## config.mk

```make
export PLATFORM = sky130hd
export DESIGN_NAME = remote_frame_sync_checksum_flat
export DESIGN_NICKNAME = d
export VERILOG_FILES = /design/src/design/rfsc_pkg.sv /design/src/design/rfsc_if.sv /design/src/design/rfsc_front.sv /design/src/design/rfsc_queue.sv /design/src/design/rfsc_back.sv /design/src/design/remote_frame_sync_checksum.sv /design/src/flat_wrapper.sv
export SDC_FILE = /design/constraint.sdc
export NUM_CORES = 1
export LEC_CHECK = 0
export BUFFER_PORTS_ARGS = -buffer_cell sky130_fd_sc_hd__buf_2
export CAP_MARGIN = 20
export CORE_MARGIN = 8
export CORE_UTILIZATION = 67
export DETAILED_ROUTE_END_ITERATION = 6
export PLACE_DENSITY = 0.95
export SLEW_MARGIN = 20
export SYNTH_ARGS = -nofsm -noshare
export SYNTH_HDL_FRONTEND = slang
export SYNTH_SLANG_ARGS = --single-unit
```

## constraint.sdc

```tcl
create_clock -name clk -period 17.1 [get_ports clk]
set_clock_uncertainty 0.1 [all_clocks]
set_input_delay 2.565 -clock clk [delete_from_list [all_inputs] [get_ports clk]]
set_output_delay 2.565 -clock clk [all_outputs]
set_load 0.1 [all_outputs]
```

## src/design/rfsc_pkg.sv

```systemverilog
// ============================================================================
// rfsc_pkg - shared types and constants of the remote frame sync block
// Register indexes, fixed sync bytes, reset values and status types.
// ============================================================================
package rfsc_pkg;

    // Configuration register indexes
    localparam logic [7:0] REG_HEAD = 8'd0;
    localparam logic [7:0] REG_TAIL = 8'd1;

    // Reset values of the configuration registers
    localparam logic [7:0] HEAD_RESET = 8'hA5;
    localparam logic [7:0] TAIL_RESET = 8'h5A;

    // Fixed sync bytes that follow the head byte
    localparam logic [7:0] SYNC_0 = 8'h97;
    localparam logic [7:0] SYNC_1 = 8'h98;
    localparam logic [7:0] SYNC_2 = 8'h0A;
    localparam logic [7:0] SYNC_3 = 8'hC1;

    // Field widths
    localparam int BYTE_W    = 8;
    localparam int KEY_IDX_W = 5;
    localparam int CFG_IDX_W = 8;

    // Queue status seen by the front part and the checks
    typedef struct packed {
        logic full;
        logic empty;
    } rfsc_qstat_t;

endpackage

```

## src/design/rfsc_if.sv

```systemverilog
// ============================================================================
// rfsc_if - channel interfaces
// Byte input channel, key output channel and configuration write channel.
// ============================================================================

// Received byte stream
interface rfsc_byte_if;
    logic                            valid;
    logic                            ready;
    logic [rfsc_pkg::BYTE_W-1:0]     byte_in;

    modport source (output valid, output byte_in, input ready);
    modport sink   (input valid, input byte_in, output ready);
endinterface

// Key bytes of accepted frames
interface rfsc_key_if;
    logic                            valid;
    logic                            ready;
    logic [rfsc_pkg::BYTE_W-1:0]     key_byte;
    logic [rfsc_pkg::KEY_IDX_W-1:0]  key_index;
    logic                            last_key;

    modport source (output valid, output key_byte, output key_index, output last_key,
                    input ready);
    modport sink   (input valid, input key_byte, input key_index, input last_key,
                    output ready);
endinterface

// Configuration register writes
interface rfsc_cfg_if;
    logic                            valid;
    logic                            ready;
    logic [rfsc_pkg::CFG_IDX_W-1:0]  reg_index;
    logic [rfsc_pkg::BYTE_W-1:0]     wdata;

    modport source (output valid, output reg_index, output wdata, input ready);
    modport sink   (input valid, input reg_index, input wdata, output ready);
endinterface

```

## src/design/rfsc_front.sv

```systemverilog
// ============================================================================
// rfsc_front - byte window and frame detection
// Keeps the sliding window, its fill count and running sum, holds the head
// and tail registers, and pushes the key bytes of each valid frame.
// ============================================================================
module rfsc_front #(
    parameter int KEY_COUNT = 10
) (
    input  logic                       clk,
    input  logic                       rst_n,
    rfsc_byte_if.sink                  byte_ch,
    rfsc_cfg_if.sink                   cfg_ch,
    input  rfsc_pkg::rfsc_qstat_t      qstat,
    output logic                       push,
    output logic [KEY_COUNT*8-1:0]     push_data,
    output logic                       frame_hit
);
    localparam int WIN       = KEY_COUNT + 6;
    localparam int FILL_W    = $clog2(WIN + 1);
    localparam int WIN_IDX_W = $clog2(WIN);

    logic [7:0]        head_reg, tail_reg;
    logic [7:0]        win_reg  [WIN];
    logic [7:0]        win_next [WIN];
    logic [FILL_W-1:0] fill_reg, fill_next;
    logic [7:0]        sum_reg, sum_next;
    logic              full;
    logic              accept;
    logic [7:0]        check_sum;
    logic [7:0]        b;

    // Configuration registers, always ready
    assign cfg_ch.ready = 1'b1;

    always_ff @(posedge clk or negedge rst_n)
    begin
        if (!rst_n)
        begin
            head_reg <= rfsc_pkg::HEAD_RESET;
            tail_reg <= rfsc_pkg::TAIL_RESET;
        end
        else if (cfg_ch.valid)
        begin
            case (cfg_ch.reg_index)
                rfsc_pkg::REG_HEAD: head_reg <= cfg_ch.wdata;
                rfsc_pkg::REG_TAIL: tail_reg <= cfg_ch.wdata;
                default: ;
            endcase
        end
    end

    // Input handshake: stall only when the queue has no room
    assign byte_ch.ready = !qstat.full;
    assign accept        = byte_ch.valid && byte_ch.ready;
    assign b             = byte_ch.byte_in;

    // Frame check: sum of all window bytes but the checksum slot
    assign full      = (fill_reg == FILL_W'(WIN));
    assign check_sum = sum_reg - win_reg[WIN-1];
    assign frame_hit = full
                    && (win_reg[0] == head_reg)
                    && (win_reg[1] == rfsc_pkg::SYNC_0)
                    && (win_reg[2] == rfsc_pkg::SYNC_1)
                    && (win_reg[3] == rfsc_pkg::SYNC_2)
                    && (win_reg[4] == rfsc_pkg::SYNC_3)
                    && (win_reg[WIN-1] == check_sum)
                    && (b == tail_reg);

    assign push = accept && frame_hit;

    // Key bytes, first key in the low byte
    always_comb
    begin
        for (int k = 0; k < KEY_COUNT; k++)
        begin
            push_data[k*8 +: 8] = win_reg[5+k];
        end
    end

    // Window update: append, slide, or empty on a frame
    always_comb
    begin
        win_next  = win_reg;
        fill_next = fill_reg;
        sum_next  = sum_reg;
        if (accept)
        begin
            if (!full)
            begin
                win_next[fill_reg[WIN_IDX_W-1:0]] = b;
                fill_next = fill_reg + FILL_W'(1);
                sum_next  = sum_reg + b;
            end
            else if (frame_hit)
            begin
                fill_next = '0;
                sum_next  = '0;
            end
            else
            begin
                for (int i = 0; i < WIN - 1; i++)
                begin
                    win_next[i] = win_reg[i+1];
                end
                win_next[WIN-1] = b;
                sum_next = sum_reg - win_reg[0] + b;
            end
        end
    end

    always_ff @(posedge clk or negedge rst_n)
    begin
        if (!rst_n)
        begin
            fill_reg <= '0;
            sum_reg  <= '0;
        end
        else
        begin
            fill_reg <= fill_next;
            sum_reg  <= sum_next;
        end
    end

    // Window bytes are payload; the fill count qualifies them
    always_ff @(posedge clk)
    begin
        win_reg <= win_next;
    end

endmodule

```

## src/design/rfsc_queue.sv

```systemverilog
// ============================================================================
// rfsc_queue - two-entry frame queue
// Holds the key bytes of detected frames between detection and emission.
// ============================================================================
module rfsc_queue #(
    parameter int DATA_W = 80
) (
    input  logic                  clk,
    input  logic                  rst_n,
    input  logic                  push,
    input  logic [DATA_W-1:0]     push_data,
    input  logic                  pop,
    output logic [DATA_W-1:0]     pop_data,
    output rfsc_pkg::rfsc_qstat_t qstat
);
    logic [DATA_W-1:0] mem [2];
    logic              wr_ptr_reg, wr_ptr_next;
    logic              rd_ptr_reg, rd_ptr_next;
    logic [1:0]        count_reg, count_next;

    assign qstat.full  = (count_reg == 2'd2);
    assign qstat.empty = (count_reg == 2'd0);
    assign pop_data    = mem[rd_ptr_reg];

    // Pointer and occupancy update
    always_comb
    begin
        wr_ptr_next = wr_ptr_reg ^ push;
        rd_ptr_next = rd_ptr_reg ^ pop;
        count_next  = count_reg + {1'b0, push} - {1'b0, pop};
    end

    always_ff @(posedge clk or negedge rst_n)
    begin
        if (!rst_n)
        begin
            wr_ptr_reg <= 1'b0;
            rd_ptr_reg <= 1'b0;
            count_reg  <= 2'd0;
        end
        else
        begin
            wr_ptr_reg <= wr_ptr_next;
            rd_ptr_reg <= rd_ptr_next;
            count_reg  <= count_next;
        end
    end

    // Storage
    always_ff @(posedge clk)
    begin
        if (push)
        begin
            mem[wr_ptr_reg] <= push_data;
        end
    end

endmodule

```

## src/design/rfsc_back.sv

```systemverilog
// ============================================================================
// rfsc_back - key byte emitter
// Takes one frame from the queue and sends its key bytes one per request.
// ============================================================================
module rfsc_back #(
    parameter int KEY_COUNT = 10
) (
    input  logic                   clk,
    input  logic                   rst_n,
    input  rfsc_pkg::rfsc_qstat_t  qstat,
    input  logic [KEY_COUNT*8-1:0] pop_data,
    output logic                   pop,
    rfsc_key_if.source             key_ch
);
    localparam int IW = rfsc_pkg::KEY_IDX_W;

    logic                   busy_reg, busy_next;
    logic [IW-1:0]          idx_reg, idx_next;
    logic [KEY_COUNT*8-1:0] data_reg, data_next;
    logic                   fire;
    logic                   last;

    assign last             = (idx_reg == IW'(KEY_COUNT - 1));
    assign fire             = key_ch.valid && key_ch.ready;
    assign key_ch.valid     = busy_reg;
    assign key_ch.key_byte  = data_reg[7:0];
    assign key_ch.key_index = idx_reg;
    assign key_ch.last_key  = last;

    // Load a new frame when idle or when the last key leaves
    assign pop = !qstat.empty && (!busy_reg || (fire && last));

    always_comb
    begin
        busy_next = busy_reg;
        idx_next  = idx_reg;
        data_next = data_reg;
        if (pop)
        begin
            busy_next = 1'b1;
            idx_next  = '0;
            data_next = pop_data;
        end
        else if (fire)
        begin
            data_next = data_reg >> 8;
            idx_next  = idx_reg + IW'(1);
            if (last)
            begin
                busy_next = 1'b0;
            end
        end
    end

    always_ff @(posedge clk or negedge rst_n)
    begin
        if (!rst_n)
        begin
            busy_reg <= 1'b0;
            idx_reg  <= '0;
        end
        else
        begin
            busy_reg <= busy_next;
            idx_reg  <= idx_next;
        end
    end

    always_ff @(posedge clk)
    begin
        data_reg <= data_next;
    end

endmodule

```

## src/design/remote_frame_sync_checksum.sv

```systemverilog
// ============================================================================
// remote_frame_sync_checksum - remote control frame sync with sum checksum
// Finds head/sync/keys/checksum/tail frames in a byte stream and sends out
// the key bytes of each valid frame.
// ============================================================================
//  channel   dir  payload                          handshake
//  byte_ch   in   byte_in[7:0]                     valid/ready
//  cfg_ch    in   reg_index[7:0], wdata[7:0]       valid/ready (always ready)
//  key_ch    out  key_byte, key_index, last_key    valid/ready
//
//  One byte is accepted per cycle while the queue has room; the frame check on it is combinational.
//  A valid frame yields KEY_COUNT key bytes, one per cycle from the emitter while key_ch is ready.
//  byte_ch stalls only while both entries of the frame queue are occupied.
//  Reset empties the window, the queue and the emitter, and restores
//  head 0xA5 and tail 0x5A.
// ============================================================================
module remote_frame_sync_checksum #(
    parameter int KEY_COUNT = 10
) (
    input  logic        clk,
    input  logic        rst_n,
    rfsc_byte_if.sink   byte_ch,
    rfsc_cfg_if.sink    cfg_ch,
    rfsc_key_if.source  key_ch
);
    logic                   push;
    logic [KEY_COUNT*8-1:0] push_data;
    logic                   pop;
    logic [KEY_COUNT*8-1:0] pop_data;
    logic                   frame_hit;
    rfsc_pkg::rfsc_qstat_t  qstat;

    rfsc_front #(.KEY_COUNT(KEY_COUNT)) u_front (
        .clk       (clk),
        .rst_n     (rst_n),
        .byte_ch   (byte_ch),
        .cfg_ch    (cfg_ch),
        .qstat     (qstat),
        .push      (push),
        .push_data (push_data),
        .frame_hit (frame_hit)
    );

    rfsc_queue #(.DATA_W(KEY_COUNT*8)) u_queue (
        .clk       (clk),
        .rst_n     (rst_n),
        .push      (push),
        .push_data (push_data),
        .pop       (pop),
        .pop_data  (pop_data),
        .qstat     (qstat)
    );

    rfsc_back #(.KEY_COUNT(KEY_COUNT)) u_back (
        .clk      (clk),
        .rst_n    (rst_n),
        .qstat    (qstat),
        .pop_data (pop_data),
        .pop      (pop),
        .key_ch   (key_ch)
    );

    // A frame keeps sending until its last key byte
    a_frame_continues: assert property (@(posedge clk) disable iff (!rst_n)
        (key_ch.valid && key_ch.ready && !key_ch.last_key) |=> key_ch.valid)
        else $error("key stream broke off before the last key");

    // Each emitted frame starts at key index zero
    a_first_index: assert property (@(posedge clk) disable iff (!rst_n)
        $rose(key_ch.valid) |-> (key_ch.key_index == '0))
        else $error("frame did not start at key index zero");

    // A detected frame is never pushed into a full queue
    a_no_overflow: assert property (@(posedge clk) disable iff (!rst_n)
        push |-> !qstat.full)
        else $error("frame pushed into a full queue");

    // An accepted byte that completes a frame is always queued
    a_push_on_hit: assert property (@(posedge clk) disable iff (!rst_n)
        (frame_hit && byte_ch.valid && byte_ch.ready) |-> push)
        else $error("detected frame was not queued");

    // Queue status is consistent
    a_qstat: assert property (@(posedge clk) disable iff (!rst_n)
        !(qstat.full && qstat.empty))
        else $error("queue reported full and empty");

endmodule
```

## src/flat_wrapper.sv

```systemverilog
// flat-port wrapper written by rule: the top's interface ports become plain ports
module remote_frame_sync_checksum_flat 
#(
    parameter int KEY_COUNT = 10
)
  (clk, rst_n, byte_ch_valid, byte_ch_byte_in, byte_ch_ready, cfg_ch_valid, cfg_ch_reg_index, cfg_ch_wdata, cfg_ch_ready, key_ch_valid, key_ch_key_byte, key_ch_key_index, key_ch_last_key, key_ch_ready);
  rfsc_byte_if byte_ch_i ();
  rfsc_cfg_if cfg_ch_i ();
  rfsc_key_if key_ch_i ();
  input  logic clk;
  input  logic rst_n;
  input wire logic [$bits(byte_ch_i.valid)-1:0] byte_ch_valid;
  input wire logic [$bits(byte_ch_i.byte_in)-1:0] byte_ch_byte_in;
  output wire logic [$bits(byte_ch_i.ready)-1:0] byte_ch_ready;
  input wire logic [$bits(cfg_ch_i.valid)-1:0] cfg_ch_valid;
  input wire logic [$bits(cfg_ch_i.reg_index)-1:0] cfg_ch_reg_index;
  input wire logic [$bits(cfg_ch_i.wdata)-1:0] cfg_ch_wdata;
  output wire logic [$bits(cfg_ch_i.ready)-1:0] cfg_ch_ready;
  output wire logic [$bits(key_ch_i.valid)-1:0] key_ch_valid;
  output wire logic [$bits(key_ch_i.key_byte)-1:0] key_ch_key_byte;
  output wire logic [$bits(key_ch_i.key_index)-1:0] key_ch_key_index;
  output wire logic [$bits(key_ch_i.last_key)-1:0] key_ch_last_key;
  input wire logic [$bits(key_ch_i.ready)-1:0] key_ch_ready;
  assign byte_ch_i.valid = byte_ch_valid;
  assign byte_ch_i.byte_in = byte_ch_byte_in;
  assign byte_ch_ready = byte_ch_i.ready;
  assign cfg_ch_i.valid = cfg_ch_valid;
  assign cfg_ch_i.reg_index = cfg_ch_reg_index;
  assign cfg_ch_i.wdata = cfg_ch_wdata;
  assign cfg_ch_ready = cfg_ch_i.ready;
  assign key_ch_valid = key_ch_i.valid;
  assign key_ch_key_byte = key_ch_i.key_byte;
  assign key_ch_key_index = key_ch_i.key_index;
  assign key_ch_last_key = key_ch_i.last_key;
  assign key_ch_i.ready = key_ch_ready;
  remote_frame_sync_checksum #(.KEY_COUNT(KEY_COUNT)) u_core (.clk(clk), .rst_n(rst_n), .byte_ch(byte_ch_i), .cfg_ch(cfg_ch_i), .key_ch(key_ch_i));
endmodule
```

==> metrics.txt <==
status=finished, final reports clean; slowest CP cell=buf_4; post-place setup slack=10.94 ns; CTS tree=yes; post-synth cell types=57; cell area after synthesis=17700 um^2; DR vias=11100; max FFs per register=160; relative slew slack=0.248; Post-Layout Cell Count=1618; Final period util=0.333; DR vias/cell=6.88; most frequent cells in the layout=edfxtp_1, nor2_1, a22o_1; first-pass GRT wire length=62.8 mm; crit-path max FO=80; DIE AREA=31800 um^2; First DRT Iteration DRCs=1357; largest net degree at the start of global routing=118; grt met2 use=0.424; RSZ-0062 raised after global routing=false; post-synthesis mux area share=0.0606; startpoint types=primary input; Fin. Hold Viols=0; Worst-path clk slew=0.06 ns; Yosys reg bits=407; Worst Max-Slew Pin Slew=1.13 ns; placed insts=1549; number of synthesized flops with an enable pin=368; DR DRC count=0; total power=0.00313 W; final setup vio count=0; Ys Warns=0; drt pass-1 iters=6; routability cong.=0.997; synthesized net count=1321; core area=26000 um^2; CTS Hold Bufs=0; fraction of registers with async set/reset=0.0958; Max clock buf depth=3; Final min period=5.70 ns; all-layer global routing usage=0.261; Post-Synth Adder-Cell Area=0.0328; num rows=59; Top Family by Delay on Critical Path=buffers and inverters; max incr delay on CP=0.80 ns; post-synthesis xor/xnor area fraction=0.0228; main combinational cell family by area after synthesis=compound AO/OA/AOI/OAI gates; final WL=41.2 mm; met1 usage=0.338; Leak=6.78 nW; setup ws final=11.40 ns; met3 usage=0.0457; Setup CP Type=in -> reg; IO Pins=46; Layout Nets=1325; vias in the first global route=10900; Die W=178 um; crit-path cells=buf_2, xnor2_1, nand4_1, nor3_1, o2111ai_1, or4_4, or3_1, inv_2, ha_4, buf_4; cts repair resizes=0; Placed Area=18000 um^2; Slew Viols, Final=0; latest clock arrival within the worst-skew pair=0.55 ns; Avg WL per Cell=25.5 um; CP endpoint kind=flop; initial antenna violation count=1; htree depth=2; GRT busiest layer=met2; CTS Root Cell=clkbuf_16; synthesized instance count=1251; cell area after layout=19300 um^2; share of cells above drive strength 1=0.109; Layout area overhead=9.31%; GR Overflow Total=0; most used flip-flop cell after synthesis=edfxtp_1; commonest non-fill, non-tap cell in the layout=edfxtp_1; pwr dens=162 nW/um^2; Seq/Total Area, Yosys=0.681; worst min-delay path class=reg -> reg; antenna fix cells=0; number of max-cap violations=0; VDD IR max=0.102 mV; syn_area_per_cell=14.1 um^2; Worst Path Required=17.14 ns; Buf+Inv Stages, Crit Path=3; setup_tns=0 ns; die height=178 um; clock sink count=407; Post-Synth Simple-Gate Area=0.0700; Compound-Gate Fraction of Synth Area=0.101; Arrival @ worst endpoint=5.75 ns; Max Freq=175 MHz; post-DP HPWL=24.6 mm; post-route ant nets=0; number of CTS-inserted buffers=39; IO buf count=44; initial core utilization=0.681; Setup Buffers After CTS=0
layout make-up:
| class | instances | area [um^2] |
|---|---|---|
| clock buffers | 47 | 1010 |
| well taps | 335 | 419 |
| fillers | 1431 | 6660 |
| repair buffers | 52 | 284 |
| flip-flops and latches | 407 | 12000 |
| multi-input cells | 706 | 5120 |
| clock inverters | 22 | 277 |
| inverters | 49 | 186 |
per-layer routing:
metal	wire, um	vias to the layer above
met5	12	-
met4	1690	2
met3	4390	129
met2	20000	843
met1	15100	5468
li1	-	4694
metrics by stage:
| stage | utilization | hold WS (ns) |
|---|---|---|
| 3_3_place_gp | 0.694 | 0.360 |
| 4_1_cts | 0.744 | 0.400 |
| 3_5_place_dp | 0.694 | 0.387 |
| 2_1_floorplan | - | 0.345 |
| 5_1_grt | 0.744 | 0.404 |
| 6_report | 0.744 | 0.405 |
worst paths after layout:
kind / from / end / slack (ns) / cells after the start
worst max-delay path: byte_ch_byte_in[4] / u_core.u_queue.mem[0][50] / 11.40 / 10
worst min-delay path: u_core.u_front.push_data[76] / u_core.u_queue.mem[0][76] / 0.41 / 0
max in group asynchronous: rst_n / u_core.u_queue.rd_ptr_reg / 14.12 / 1
worst max register to register: u_core.u_front.fill_reg[0] / u_core.u_queue.mem[0][50] / 12.22 / 11
worst min register to register: u_core.u_front.push_data[76] / u_core.u_queue.mem[0][76] / 0.41 / 0
min in group asynchronous: rst_n / u_core.u_front.fill_reg[0] / 2.08 / 1
cell usage after synthesis (7+ instances only):
| master | number | share of area |
|---|---|---|
| nor3_1 | 10 | 0.0028 |
| dfstp_2 | 8 | 0.012 |
| clkbuf_1 | 58 | 0.012 |
| mux2i_1 | 89 | 0.050 |
| nor4bb_1 | 7 | 0.0040 |
| nor2_1 | 133 | 0.028 |
| inv_1 | 47 | 0.010 |
| ha_1 | 32 | 0.023 |
| buf_4 | 12 | 0.0051 |
| edfxtp_1 | 368 | 0.62 |
| and2_1 | 13 | 0.0046 |
| xnor2_1 | 30 | 0.015 |
| xor2_1 | 16 | 0.0079 |
| fa_1 | 9 | 0.010 |
| mux2_2 | 16 | 0.010 |
| o21ai_0 | 19 | 0.0054 |
| nand4_1 | 16 | 0.0057 |
| nand3_1 | 10 | 0.0028 |
| a22o_1 | 105 | 0.052 |
| nor4b_1 | 7 | 0.0035 |
| buf_1 | 14 | 0.0030 |
| nand2_1 | 30 | 0.0064 |
| nor4_1 | 7 | 0.0025 |
| dfrtp_1 | 31 | 0.044 |
| a21oi_1 | 94 | 0.027 |
cell families after synthesis:
kind of cell / Yosys count
multiplexers: 105
AO/OA/AOI/OAI: 256
buffers and inverters: 138
XOR/XNOR: 46
adder cells (fa/ha/maj): 41
other: 1
AND/OR/NAND/NOR: 257
flip-flops: 407
power breakdown:
| group | switching, W | internal [W] |
|---|---|---|
| sequential | 0.000123 | 0.00132 |
| clock | 0.000366 | 0.000512 |
| combinational | 0.000538 | 0.000270 |
| total | 0.00103 | 0.00210 |
(Power assumes the default switching activity.)
